$ cat config.mk
export PLATFORM = sky130hd
export DESIGN_NAME = spk_round_cell
export DESIGN_NICKNAME = d
export VERILOG_FILES = /design/src/rtl/core/spk_pkg.sv /design/src/rtl/core/spk_round_cell.sv
export SDC_FILE = /design/constraint.sdc
export NUM_CORES = 1
export LEC_CHECK = 0
export BUFFER_PORTS_ARGS = -buffer_cell sky130_fd_sc_hd__buf_4
export CORE_MARGIN = 2
export CORE_UTILIZATION = 45
export CTS_BUF_LIST = sky130_fd_sc_hd__clkbuf_16
export DETAILED_ROUTE_END_ITERATION = 6
export GPL_ROUTABILITY_DRIVEN = 0
export MAX_ROUTING_LAYER = met4
export PLACE_DENSITY = 0.67
export SYNTH_ARGS = -nofsm -noshare
export SYNTH_HDL_FRONTEND = slang
export SYNTH_SLANG_ARGS = --single-unit
$ cat constraint.sdc
create_clock -name clk_i -period 1.1 [get_ports clk_i]
set_clock_uncertainty 0.15 [all_clocks]
set_input_delay 0.055 -clock clk_i [delete_from_list [all_inputs] [get_ports clk_i]]
set_output_delay 0.055 -clock clk_i [all_outputs]
set_load 0.1 [all_outputs]
$ cat src/rtl/core/spk_pkg.sv
package spk_pkg;

  localparam int unsigned WordW      = 24;
  localparam int unsigned SchedSteps = 22;
  localparam int unsigned RoundCount = 23;
  localparam int unsigned StepIdxW   = 5;

  typedef logic [WordW-1:0]    word_t;
  typedef logic [StepIdxW-1:0] step_idx_t;

  typedef enum logic {
    OpEncrypt = 1'b0,
    OpDecrypt = 1'b1
  } op_e;

  // One block in flight together with the live key schedule window.
  typedef struct packed {
    op_e   op;
    word_t x;
    word_t y;
    word_t rk;
    word_t l0;
    word_t l1;
    word_t l2;
  } spk_item_t;

  function automatic word_t rotl3(input word_t v);
    rotl3 = {v[WordW-4:0], v[WordW-1:WordW-3]};
  endfunction

  function automatic word_t rotr3(input word_t v);
    rotr3 = {v[2:0], v[WordW-1:3]};
  endfunction

  function automatic word_t rotl8(input word_t v);
    rotl8 = {v[WordW-9:0], v[WordW-1:WordW-8]};
  endfunction

  function automatic word_t rotl16(input word_t v);
    rotl16 = {v[WordW-17:0], v[WordW-1:WordW-16]};
  endfunction

  // Forward key schedule step: advances the window by one round key.
  function automatic spk_item_t sched_fwd(input spk_item_t it, input step_idx_t idx);
    spk_item_t r;
    word_t     nl;
    r     = it;
    nl    = (rotl16(it.l0) + it.rk) ^ word_t'(idx);
    r.rk  = rotl3(it.rk) ^ nl;
    r.l0  = it.l1;
    r.l1  = it.l2;
    r.l2  = nl;
    sched_fwd = r;
  endfunction

  // Inverse of sched_fwd for the same step index.
  function automatic spk_item_t sched_bwd(input spk_item_t it, input step_idx_t idx);
    spk_item_t r;
    word_t     rk_prev;
    r       = it;
    rk_prev = rotr3(it.rk ^ it.l2);
    r.rk    = rk_prev;
    r.l0    = rotl8((it.l2 ^ word_t'(idx)) - rk_prev);
    r.l1    = it.l0;
    r.l2    = it.l1;
    sched_bwd = r;
  endfunction

endpackage

$ cat src/rtl/core/spk_round_cell.sv
module spk_round_cell
  import spk_pkg::*;
#(
  parameter step_idx_t EncIdx  = '0,
  parameter step_idx_t DecIdx  = '0,
  parameter bit        HasStep = 1'b1
) (
  input  logic      clk_i,
  input  logic      rst_ni,
  input  logic      en_i,
  input  logic      valid_i,
  input  spk_item_t item_i,
  output logic      valid_o,
  output spk_item_t item_o
);

  logic      valid_q;
  spk_item_t item_d, item_q;
  word_t     x_enc, y_enc, x_dec, y_dec;

  always_comb begin
    x_enc = (rotl16(item_i.x) + item_i.y) ^ item_i.rk;
    y_enc = rotl3(item_i.y) ^ x_enc;
    y_dec = rotr3(item_i.x ^ item_i.y);
    x_dec = rotl8((item_i.x ^ item_i.rk) - y_dec);

    item_d = item_i;
    if (item_i.op == OpEncrypt) begin
      if (HasStep) begin
        item_d = sched_fwd(item_i, EncIdx);
      end
      item_d.x = x_enc;
      item_d.y = y_enc;
    end else begin
      if (HasStep) begin
        item_d = sched_bwd(item_i, DecIdx);
      end
      item_d.x = x_dec;
      item_d.y = y_dec;
    end
  end

  always_ff @(posedge clk_i or negedge rst_ni) begin
    if (!rst_ni) begin
      valid_q <= 1'b0;
    end else if (en_i) begin
      valid_q <= valid_i;
    end
  end

  always_ff @(posedge clk_i) begin
    if (en_i) begin
      item_q <= item_d;
    end
  end

  assign valid_o = valid_q;
  assign item_o  = item_q;

endmodule

Word-level counts from Yosys, hierarchy flattened. Index checks and enable logic that the tools add are counted.

Bits in registers: 146. Word-level logic and storage cells: 19. Output and inout bits: 146.

Bitwise logic cells: 6. $add $sub $neg: 4. Mux-type cells: 1.

Operator list (number): $mux 145 (1); $xor 24x24->24 (6); $add 24x24->24 (2); $sub 24x24->24 (2).

Logic depth before layout (Yosys ltp).
Depth in word-level cells: 4. Gate-level depth with buffers: 13. Depth with buffers taken out: 13.

Worst setup path before layout. Ideal clock, no wire load.

Kind: input to register. Start point: input item_i[123] (netlist name). End point: register item_q (netlist bit item_o[120]) (data pin). Required time: 0.676 ns. Arrival: 2.546 ns. Path slack: -1.869 ns. Stages: 13. Cells stage by stage: xor2_1 > ha_1 > inv_1 > fa_1 > a21oi_1 > o21bai_1 > a21oi_1 > o21bai_1 > a211oi_1 > o21bai_1 > o21a_1 > a2111oi_0 > a211oi_1.

RTL lines: start: declaration (line spk_round_cell.sv:12) `input spk_item_t item_i,`; end signal: assignment (line spk_round_cell.sv:53) `item_q <= item_d;`; end: declaration (line spk_round_cell.sv:18) `spk_item_t item_d, item_q;`.

==> impl_results.md <==
* Die ar. at approximately 28000 µm²
* Fin. max-slew vios at 0
* Outcome: finished, violations left
* Leakage at around 0.010 µW
* Synth-to-layout area growth at 90.8%
* Yosys reg bits at around 150
* RSZ-0062 raised after global routing: true
* Post-synthesis sequential area ratio at between 30% and 40%
* Fin Hold WS at -0.0460 ns
* Starting Density at a little under half
* CP Cell Sequence: buf_4 > ha_4 > a21oi_2 > o21ai_1 > a21o_1 > a21oi_2 > o21ai_1 > o31a_1 > a211oi_2 > xnor3_1 > a21o_1
* Synth Area in Simple Gates at ~9.9%
* Initial DRC count at 2705
* Yosys warns at 0
* Crit end category: flip-flop
* Fillers at 1100
* Final Hold Viols at 31
* TritonCTS clock tree: done
* H-Tree Depth at 4
* Hpwl dp at ~41000 µm
* Initial antenna violation count at 2
* R2r startpoint: valid_o
* Failing checks: negative hold slack, negative setup slack
* Ys async rst share at less than 1%
* Multiplexer area fraction after synthesis at ~5.4%
* Avg Vias per Cell at 6.63
* Vias in the first global route at between 10000 and 15000
* Critical Path RT at approximately 1.2 ns
* Nets at around 2300
* # rows at 60
* Critical Path AT at 2.80 ns
* Min-Delay Startpoint: en_i
* Die height at roughly 170 µm
* Drt wl/cell at approximately 31 µm
* Maximum vdd drop at ~1.1 mV
* Hold Path End: item_o[21]
* Worst-Skew Late Latency at 0.45 ns
* Synth Area in XOR/XNOR at 17.6%
* Layout cells sized above 1 at ~57%
* Tightest Pin Transition at 0.568 ns
* # setup viols final at 270
* Crit start category: primary input
* Post-route ant nets at 0
* DR DRC count at 0
* Max Cap Viol at 0
* F_max at 365 MHz
* R2R setup slack at ~0.09 ns
* Largest family of logic cells by synthesized area: compound AO/OA/AOI/OAI gates
* Vias at roughly 16000
* R2R cell count at 1
* Worst Hold Depth at 2
* Root buffer cell: clkbuf_16
* GR Overflow Total at 0
* Num CTS Buffers at 17
* Slowest CP cell: a21oi_2
* Hold WC Path Type: primary input to flip-flop
* Syn Nets at approximately 1400
* Sequential cell area at 4380 µm²
* Ys flop type: edfxtp_1
* Crit path kind: primary input to flip-flop
* Tmin final at approximately 2.7 ns
* Slack of the critical path at -1.64 ns
* Largest net degree at the start of global routing at between 40 and 50
* 1st-pass router iterations at 7
* Total Power at 37000 µW
* Syn avg cell area at between 10 and 15 µm²
* Reg2reg end: valid_o
* Period utilisation layout at 249%
* Multi-input gate area at 9740 µm²
* Clock transition at the registers of the reported paths at 0.07 ns
* Cells after Synth at 1201
* CP Max Fanout at 4
* Max_slew headroom at about three fifths
* Die X at 168 µm
* Family with the most delay on the worst path: compound AO/OA/AOI/OAI gates
* Port buffer count at roughly 300
* Top Ports at roughly 300
* Core area at about 27000 µm²
* Crit-path max cell delay at 0.39 ns
* Clock tree buffer depth at 2
* WL final at about 74000 µm
* Buf/Inv on CP at 1
* Dpl ws at -1.92 ns
* Final Util at between 80% and 90%
* Synth Area in Compound Gates at 18.7%
* Number of synthesized flops with an enable pin at approximately 150
* Mapped Area at 12200 µm²
* CTS Hold Bufs at between 60 and 70
* First-pass GRT wire length at around 87000 µm
* Post-Synth Adder-Cell Area at under 10%
* Power per cell area at approximately 1600 nW/µm²
* Gr usage total at a little over two fifths
* Distinct cells, synth at 80
* # clock sinks at 146
## metrics by stage
| step | instances | setup TNS (ns) | cell area (µm²) |
|---|---|---|---|
| 2_1_floorplan | 1201 | -112.86 | 12800 |
| 3_3_place_gp | 2256 | -169.26 | 18700 |
| 3_5_place_dp | 2256 | -173.74 | 18700 |
| 4_1_cts | 2379 | -124.28 | 22100 |
| 5_1_grt | 2420 | -161.20 | 23200 |
| 6_report | 2420 | -158.91 | 23200 |
## metal layers
| metal | wire (µm) | vias up | track usage [%] |
|---|---|---|---|
| li1 | - | 6133 | - |
| met3 | 10600 | 733 | 7.55 |
| met2 | 31700 | 1707 | 65.7 |
| met4 | 7950 | 0 | 25.7 |
| met5 | 0 | - | - |
| met1 | 24000 | 7463 | 52.1 |
## cell type report
cell class                 count  share of cell area, %
antenna                        2                 0.0216
multi-input combinational    971                   41.9
inverter                      39                  0.636
timing repair buffer         889                   34.1
clock inverter                15                  0.771
sequential                   146                   18.9
tap                          341                   1.84
clock buffer                  17                   1.83
## cell families after synthesis
group | Yosys count
simple gates | 261
buf+inv | 84
fa+ha+maj | 92
flops | 146
xor+xnor | 220
mux | 60
compound gates | 338
## what timing repair did
action | 4_1_cts | 5_1_grt
endpoints found under the setup margin | 262 | 272
pin swaps | 152 | 128
setup buffers | 33 | 53
gates resized for setup | 405 | 153
hold endpoints to repair | 139 | 30
## power by group
group	internal [µW]	total, µW	switching [µW]
logic	8800	22800	14000
clock network	3600	6500	2900
registers	7230	7720	490
## sequential cells by signal, indices dropped and copies added, names as in the netlist
signal	cells
item_o	145
valid_o	1
## how the worst max path moves through the flow
stage,startpoint,endpoint,slack [ns],depth (start not counted)
6_report,item_i[82],item_o[93],-1.64,11
5_1_grt,item_i[99],item_o[126],-1.62,14
4_1_cts,item_i[123],item_o[126],-1.43,14
3_5_place_dp,item_i[72],item_o[124],-1.92,14
3_3_place_gp,item_i[72],item_o[120],-1.85,14
2_1_floorplan,item_i[123],item_o[120],-1.48,13
## cells in the final DEF (no fill, tap or decap), drive strengths merged, types with 44 or more instances in the layout
cell / netlist / layout
xnor2: 137 / 137
dlygate4sd3: 0 / 69
nand2: 80 / 80
a21o: 53 / 53
buf: 12 / 820
xor2: 69 / 69
ha: 88 / 88
o21ai: 73 / 73
inv: 38 / 44
edfxtp: 145 / 145
a21oi: 90 / 90
nor2: 78 / 78
## Yosys cell counts, types with 8 or more instances
cell type	instances	area share (%)
ha_1	88	9.0
nor2_1	78	2.4
o211ai_1	8	0.49
inv_1	38	1.2
nand2b_1	12	0.62
nor3_1	18	0.74
xor2_1	69	5.0
edfxtp_1	145	36
a211oi_1	17	1.0
nor2b_1	13	0.67
a31oi_1	8	0.41
clkbuf_1	33	1.0
nand2_1	80	2.5
mux2i_1	21	1.7
o21ai_0	65	2.7
a21o_1	53	3.3
xnor2_1	135	9.7
o21bai_1	14	0.86
mux2_2	38	3.5
o21a_1	19	1.2
a21oi_1	89	3.7
xnor3_1	11	2.0
nand3_1	23	0.95
No activity file was read; power rests on OpenSTA's default activity.
