## src/rtl/core/spk_pkg.sv

```systemverilog
package spk_pkg;

  localparam int unsigned WordW      = 24;
  localparam int unsigned SchedSteps = 22;
  localparam int unsigned RoundCount = 23;
  localparam int unsigned StepIdxW   = 5;

  typedef logic [WordW-1:0]    word_t;
  typedef logic [StepIdxW-1:0] step_idx_t;

  typedef enum logic {
    OpEncrypt = 1'b0,
    OpDecrypt = 1'b1
  } op_e;

  // One block in flight together with the live key schedule window.
  typedef struct packed {
    op_e   op;
    word_t x;
    word_t y;
    word_t rk;
    word_t l0;
    word_t l1;
    word_t l2;
  } spk_item_t;

  function automatic word_t rotl3(input word_t v);
    rotl3 = {v[WordW-4:0], v[WordW-1:WordW-3]};
  endfunction

  function automatic word_t rotr3(input word_t v);
    rotr3 = {v[2:0], v[WordW-1:3]};
  endfunction

  function automatic word_t rotl8(input word_t v);
    rotl8 = {v[WordW-9:0], v[WordW-1:WordW-8]};
  endfunction

  function automatic word_t rotl16(input word_t v);
    rotl16 = {v[WordW-17:0], v[WordW-1:WordW-16]};
  endfunction

  // Forward key schedule step: advances the window by one round key.
  function automatic spk_item_t sched_fwd(input spk_item_t it, input step_idx_t idx);
    spk_item_t r;
    word_t     nl;
    r     = it;
    nl    = (rotl16(it.l0) + it.rk) ^ word_t'(idx);
    r.rk  = rotl3(it.rk) ^ nl;
    r.l0  = it.l1;
    r.l1  = it.l2;
    r.l2  = nl;
    sched_fwd = r;
  endfunction

  // Inverse of sched_fwd for the same step index.
  function automatic spk_item_t sched_bwd(input spk_item_t it, input step_idx_t idx);
    spk_item_t r;
    word_t     rk_prev;
    r       = it;
    rk_prev = rotr3(it.rk ^ it.l2);
    r.rk    = rk_prev;
    r.l0    = rotl8((it.l2 ^ word_t'(idx)) - rk_prev);
    r.l1    = it.l0;
    r.l2    = it.l1;
    sched_bwd = r;
  endfunction

endpackage

```

## src/rtl/core/spk_key_cell.sv

```systemverilog
module spk_key_cell
  import spk_pkg::*;
#(
  parameter step_idx_t StepIdx = '0
) (
  input  logic      clk_i,
  input  logic      rst_ni,
  input  logic      en_i,
  input  logic      valid_i,
  input  spk_item_t item_i,
  output logic      valid_o,
  output spk_item_t item_o
);

  logic      valid_q;
  spk_item_t item_d, item_q;

  // Only decryption needs the schedule wound forward to its last key.
  always_comb begin
    item_d = item_i;
    if (item_i.op == OpDecrypt) begin
      item_d = sched_fwd(item_i, StepIdx);
    end
  end

  always_ff @(posedge clk_i or negedge rst_ni) begin
    if (!rst_ni) begin
      valid_q <= 1'b0;
    end else if (en_i) begin
      valid_q <= valid_i;
    end
  end

  always_ff @(posedge clk_i) begin
    if (en_i) begin
      item_q <= item_d;
    end
  end

  assign valid_o = valid_q;
  assign item_o  = item_q;

endmodule

```

## config.mk

```make
export PLATFORM = sky130hd
export DESIGN_NAME = spk_key_cell
export DESIGN_NICKNAME = d
export VERILOG_FILES = /design/src/rtl/core/spk_pkg.sv /design/src/rtl/core/spk_key_cell.sv
export SDC_FILE = /design/constraint.sdc
export NUM_CORES = 1
export LEC_CHECK = 0
export BUFFER_PORTS_ARGS = -buffer_cell sky130_fd_sc_hd__buf_2
export CAP_MARGIN = 25
export CORE_MARGIN = 2
export CORE_UTILIZATION = 39
export CTS_CLUSTER_DIAMETER = 150
export DETAILED_ROUTE_END_ITERATION = 12
export GPL_ROUTABILITY_DRIVEN = 0
export PLACE_DENSITY_LB_ADDON = 0.12
export SYNTH_ARGS = -nofsm -noshare
export SYNTH_HDL_FRONTEND = slang
export SYNTH_SLANG_ARGS = --single-unit
```

## constraint.sdc

```tcl
create_clock -name clk_i -period 0.8 [get_ports clk_i]
set_input_delay 0.08 -clock clk_i [delete_from_list [all_inputs] [get_ports clk_i]]
set_output_delay 0.08 -clock clk_i [all_outputs]
set_load 0.01 [all_outputs]
```

* After elaboration in Yosys (flattened, before gate mapping)
Cells that the tools add are included.
** Word-level totals
- Register bits after elaboration :: 146
- Bits of input ports :: 149
- Output and inout port bits :: 146
- Word-level logic and storage cells :: 11
** Operators by class
- Add/subtract/negate cells :: 1
- Mux-type cells :: 1
- Bitwise operators :: 1
** Operators by type and width (count)
- 2-to-1 mux 145 bit :: 1
- adder 24 bit :: 1
- XOR 24 bit :: 1

* Logic depth before layout (Yosys ltp)
Gate-level depths: netlist of run 1.
- Depth in word-level cells :: 3
- Depth in mapped cells :: 10
- Gate-level depth less buffers :: 10

* Least setup slack after synthesis of run 1
OpenSTA, ideal clock, no wires.
- Path kind :: input to register
- Start point :: in item_i[56] (netlist name)
- End point :: reg item_q, in the netlist item_o[20] (data pin)
- Library setup time :: 0.260 ns
- Data arrival time :: 2.021 ns
- Data required time :: 0.540 ns
- Path slack :: -1.481 ns
- Cell stages on the path :: 10
- Path buffers :: 0
- Cells stage by stage :: ha_1 -> inv_1 -> fa_1 -> nor2b_1 -> o2111ai_1 -> a211o_2 -> a21oi_2 -> a41oi_2 -> xnor2_1 -> mux2_2
** RTL lines
- start, declared :: RTL line spk_key_cell.sv:10 : input spk_item_t item_i,
- end signal, assigned :: RTL line spk_key_cell.sv:36 : item_q <= item_d;
- end, declared :: RTL line spk_key_cell.sv:16 : spk_item_t item_d, item_q;

==> metrics.txt, run 1 <==
status finished, violations left; failing checks negative hold slack, negative setup slack; Non-Filler Instances 1240; initial cell density of the core 39.85%; worst endpoint data arrival time 2150 ps; CP Launch Type primary input; CP Data Required Time 970 ps; reg-to-reg slack, setup -100 ps; VDD IR max 1.577 mV; Tot GR Track Use 23.04%; min-delay worst type primary input to flop; post-synthesis cell count 498; Netlist cell types 52; global route overflow 0; CORE AREA 18020 um2; number of synthesized flops with an enable pin 145; CTS Sinks 146; capturing point of the worst reg2reg path valid_o; die height 139.7 um; drt first pass iters 4; Setup crit end kind flop; ys flop type edfxtp_1; multiplexer share of the synthesized area 11.34%; RSZ-0062 raised after global routing true; Adder-Cell Fraction of Synth Area 4.285%; Worst Setup SP item_i[56]; antenna violations before repair 1; Setup crit end item_o[16]; Final Hold Fails 54; clock network fraction of design power 33.7%; area of the multi-input gates 3493 um2; largest net degree at the start of global routing 48; first-pass GRT wire length 34450 um; internal power 0.01753 W; CP Class primary input to flop; Sw Ratio 27.45%; Post-DRT Antenna Nets 0; part of the power in registers 39.6%; Inst Count DP 1138; Worst-path clk slew 70 ps; max-cap viol count 0; worst-skew pair later-pin latency 420 ps; layout cells sized above 1 63.66%; IO Pins 295; # setup viols final 193; Max Fanout on Critical Path 2; register area 4379 um2; final hold slack -30.73 ps; Synth Warn # 0; CTS tree yes; r2r worst-path depth 2; Bufs on Longest Clock Path 2; Sw Pwr 0.006632 W; number of global-route vias before repair 6312; Synth Cell Area 7183 um2; fmax 506.1 MHz; Simple-Gate Fraction of Synth Area 4.860%; Max-slew headroom 70.81%; Async S/R FF share, synth 0.6849%; fin crit period 1976 ps; DIE AREA 19520 um2; leakage 5.395 nW; PD cells 1981 nW/um2; top cells by count, synth 145 x edfxtp_1, 71 x mux2_2, 36 x xnor2_1, 33 x a21oi_1, 27 x nor2_1; post-synthesis compound-gate area fraction 9.458%; period utilization 247.0%; Yosys top cell area share 60.62%; register area share after synthesis 60.96%; Die Wd 139.7 um; Syn-to-layout area delta 69.83%; routed len/inst 18.70 um; Clock H-tree levels 4; post-synth top area cell edfxtp_1; routed vias/inst 4.841; most common cell in the netlist edfxtp_1; drt drc 0; hpwl dp 17590 um; total nets after synthesis 671; Routed WL 23190 um; vias post-DR 6003; DR iter-0 viols 333; fin worst setup slack -1176 ps; Syn Area/Cell 14.42 um2; final clock skew 0 ps; largest family of logic cells by synthesized area multiplexers; TritonCTS Buffers 17; Seq cells post-synth 146; ranking of synthesized cells by area edfxtp_1 61%, mux2_2 11%, xnor2_1 4.4%, ha_1 4.0%, a21oi_1 2.3%; # rows 49; Comb pwr share 26.7%; hold_sp item_i[26]; I/O Buffers 294; Fillers 1367; XOR/XNOR Fraction of Synth Area 7.055%; Tightest Pin Transition 433.3 ps; clk root buf clkbuf_16; nets 1170; critical register-to-register path startpoint valid_o; final slew viol count 0
worst min-delay path by stage:
| stage | end | slack, ps | depth (start not counted) |
|---|---|---|---|
| 5_1_grt | item_o[34] | -50 | 2 |
| 3_3_place_gp | valid_o | -140 | 1 |
| 6_report | item_o[50] | -30 | 2 |
| 4_1_cts | item_o[50] | -50 | 2 |
| 2_1_floorplan | valid_o | -220 | 0 |
| 3_5_place_dp | valid_o | -140 | 1 |
per-stage QoR:
step,setup slack (ps),setup TNS (ps),utilization [%],total power (W),instance area [um2]
floorplan,-1406,-50300,-,0.01259,7853
CTS,-1201,-74110,66.82,0.02412,12040
detailed placement,-1721,-83280,57.87,0.01525,10430
global route,-1262,-79570,67.68,0.02514,12200
finish,-1176,-71330,67.68,0.02416,12200
global placement,-1666,-80300,57.87,0.01515,10430
power groups by stage:
| stage | sequential, W | clock [W] | combinational [W] |
|---|---|---|---|
| global placement | 0.00971 | 0 | 0.00543 |
| CTS | 0.00957 | 0.00829 | 0.00627 |
| floorplan | 0.0102 | 0 | 0.00244 |
| finish | 0.00957 | 0.00813 | 0.00646 |
| detailed placement | 0.00972 | 0 | 0.00553 |
| global route | 0.00964 | 0.00862 | 0.00688 |
cell families (layout without fill, tap and decap cells):
family          count (synthesis)  in the layout
compound gates                 97             97
xor+xnor                       50             50
fa+ha+maj                      24             24
buf+inv                        32            544
flops                         146            146
mux                            72             72
other cells                     0              1
simple gates                   77             77
critical path, stage by stage:
cell       delay (ps)
buf_8              80
ha_4              130
inv_2              30
fa_2              360
nor2b_4           150
o2111ai_2         130
buf_4             170
a211oi_4          280
nor2_2             70
o31a_1            270
xnor2_1           140
mux2_4            250
area by class of cell:
type,instances,share of cell area [%]
flip-flops and latches,146,35.90
multi-input cells,320,28.64
repair buffers,504,27.94
clock buffers,18,3.518
well taps,229,2.349
clock inverters,14,1.395
inverters,8,0.2462
diodes,1,0.02051
per-layer routing:
layer	track usage (%)	up-vias	wire (um)
met5	0	-	0
met4	8.000	0	346
met3	4.955	21	1587
met2	41.31	213	12160
met1	27.35	2879	9090
li1	-	2890	-
cell usage in the layout (no fill, tap or decap), types with 7 or more instances in the layout:
master         instances
a21o_1                 8
a21oi_1               23
a21oi_2               14
buf_12                 7
buf_2                282
buf_4                135
buf_6                 26
clkbuf_16             17
dlygate4sd3_1         52
edfxtp_1             145
ha_1                  11
ha_4                  12
inv_1                  7
mux2_2                 7
mux2_4                65
nand2_1               21
nor2_1                24
o21ai_1                8
xnor2_1               21
xnor2_2               12
what timing repair did:
action                                  in CTS  in global routing
gates resized for setup                     69                 32
endpoints found under the setup margin     192                196
hold buffers                                55                  1
buffers inserted                            15                  8
pin swaps                                   53                 46
endpoints found under the hold margin      114                 58
state kept, by name, indices dropped and copies added (netlist names):
register	count
valid_o	1
item_o	145
Power figures use the tool's default switching activity.
==> inputs of run 2 (changes only) <==
- BUFFER_PORTS_ARGS: -buffer_cell sky130_fd_sc_hd__buf_2 -> -buffer_cell sky130_fd_sc_hd__clkbuf_2
- REMOVE_ABC_BUFFERS: unset -> 1
==> run 2 against run 1 <==
  * The run still ends with negative hold slack, negative setup slack left
  * Non-clock buffer count decreased by 16
  * Largest power group unchanged
  * Clock power decreased by 3.8%
  * Critical path type unchanged
  * Setup slack got worse by 15 ps
  * First-iteration DRC count decreased by 16%
  * Highest routed layer unchanged
  * Flip-flop and latch count unchanged
==> metrics.txt, run 2 (synthesis gave the netlist of run 1 again) <==
CP Class primary input to flop; TritonCTS Buffers 17 (unchanged); RSZ-0062 raised after global routing true; first-pass GRT wire length 34120 um (-0.96%); # rows 49 (unchanged); Routed WL 22580 um (-2.6%); CTS Sinks 146 (unchanged); Fillers 1393 (+1.9%); clk root buf clkbuf_16; final hold slack -29.23 ps (+1.497 ps); failing checks negative hold slack, negative setup slack; antenna violations before repair 0 (-1); most frequent cells in the layout 258 x clkbuf_2, 145 x edfxtp_1, 109 x buf_4, 80 x dlygate4sd3_1, 56 x mux2_2; setup TNS -71710 ps (-381.3 ps); commonest non-fill, non-tap cell in the layout clkbuf_2; worst-skew pair later-pin latency 420 ps (about the same); fin worst setup slack -1190 ps (-14.59 ps); final clock skew 0 ps (unchanged); CP Data Required Time 970 ps (about the same); drt drc 0 (unchanged); VDD IR max 1.463 mV (-7.2%); leakage 5.188 nW (-3.8%); Clock H-tree levels 4 (unchanged); final slew viol count 0 (unchanged); die height 139.7 um (unchanged); worst endpoint data arrival time 2160 ps (about the same); CORE AREA 18020 um2 (unchanged); min-delay worst type primary input to flop; max reg flops 145 (unchanged); vias post-DR 5908 (-1.6%); capturing point of the worst reg2reg path valid_o; layout cells sized above 1 58.95% (-4.7 points); Worst-path clk slew 70 ps (about the same); fmax 502.4 MHz (-0.73%); hold_sp item_i[56]; Tightest Pin Transition 422.3 ps (-11.01 ps); status finished, violations left; r2r worst-path depth 1 (-1); nets 1154 (-1.4%); reg-to-reg slack, setup 50 ps (+150 ps); max-cap viol count 0 (unchanged); Max-slew headroom 71.55% (+0.74 points); global route overflow 0 (unchanged); Final Hold Fails 22 (-59%); Max Fanout on Critical Path 3 (+1); CTS tree yes; routed len/inst 18.46 um (-1.3%); register area 4379 um2 (unchanged); largest net degree at the start of global routing 52 (+8.3%); period utilization 248.8% (+1.8 points); Die Wd 139.7 um (unchanged); drt first pass iters 4 (unchanged); IO Pins 295 (unchanged); fin crit period 1990 ps (+14.59 ps); DR iter-0 viols 279 (-16%); initial cell density of the core 39.85% (unchanged); # setup viols final 196 (+1.6%); area of the multi-input gates 3264 um2 (-6.6%); I/O Buffers 294 (unchanged); Setup crit end kind flop; routed vias/inst 4.831 (-0.21%); diodes inserted 0 (-1); DIE AREA 19520 um2 (unchanged); CP Launch Type primary input; critical register-to-register path startpoint valid_o; final instance area 11940 um2 (-2.1%); PD cells 1977 nW/um2 (-0.17%); WHS Endpoint item_o[56]; hold depth 2 (unchanged); Post-DRT Antenna Nets 0 (unchanged); Syn-to-layout area delta 66.28%; area post-placement 9749 um2 (-6.5%); hpwl dp 16830 um (-4.3%); number of global-route vias before repair 6391 (+1.3%); Bufs on Longest Clock Path 2 (unchanged); Tot GR Track Use 22.60% (-0.44 points)
## run 2: power by group
part           switching (W)  internal [W]  total [W]
registers           0.000222       0.00936    0.00958
clock network        0.00345       0.00438    0.00782
logic                0.00292       0.00330    0.00622
## run 2: timing repair
item,in CTS,in global routing
buffers inserted,16,11
endpoints found under the hold margin,117,22
pin swaps,40,35
setup endpoints to repair,192,229
gates resized for setup,75,79
hold buffers,84,2
## run 2: final cells by class
class | count | share of cell area, %
timing repair buffer | 488 | 28.57
clock buffer | 18 | 3.593
tap | 229 | 2.399
inverter | 8 | 0.2514
multi-input combinational | 320 | 27.33
sequential | 146 | 36.66
clock inverter | 14 | 1.194
## run 2: worst max path at each step
stage                 endpoint       start  slack [ps]
global placement    item_o[20]  item_i[56]       -1830
detailed placement  item_o[16]  item_i[56]       -1900
finish              item_o[20]  item_i[56]       -1190
floorplan           item_o[20]  item_i[56]       -1480
CTS                 item_o[20]  item_i[56]       -1190
global route        item_o[20]  item_i[56]       -1220
## run 2: critical path: stages
cell and delay (ps):
buf_8 80, ha_4 130, inv_2 40, fa_2 380, nor2b_4 170, o2111ai_4 150
a211o_4 370, a21oi_4 190, a41oi_2 170, xnor2_1 150, mux2_4 260
## run 2: routing by layer
metal / track usage [%] / part of all wire (%) / vias up
li1: - / - / 2865
met1: 26.21 / 40 / 2837
met2: 41.49 / 53 / 193
met3: 5.781 / 6.0 / 13
met4: 5.895 / 0.99 / 0
met5: 0 / 0 / -
## run 2: per-stage QoR
| step | utilization (%) | total power (W) | worst slack [ps] | instances |
|---|---|---|---|---|
| floorplan | - | 0.01202 | -1479 | 474 |
| global placement | 54.09 | 0.01465 | -1827 | 1109 |
| detailed placement | 54.09 | 0.01473 | -1899 | 1109 |
| CTS | 64.65 | 0.02344 | -1192 | 1239 |
| global route | 66.26 | 0.02457 | -1225 | 1223 |
| finish | 66.26 | 0.02362 | -1190 | 1223 |
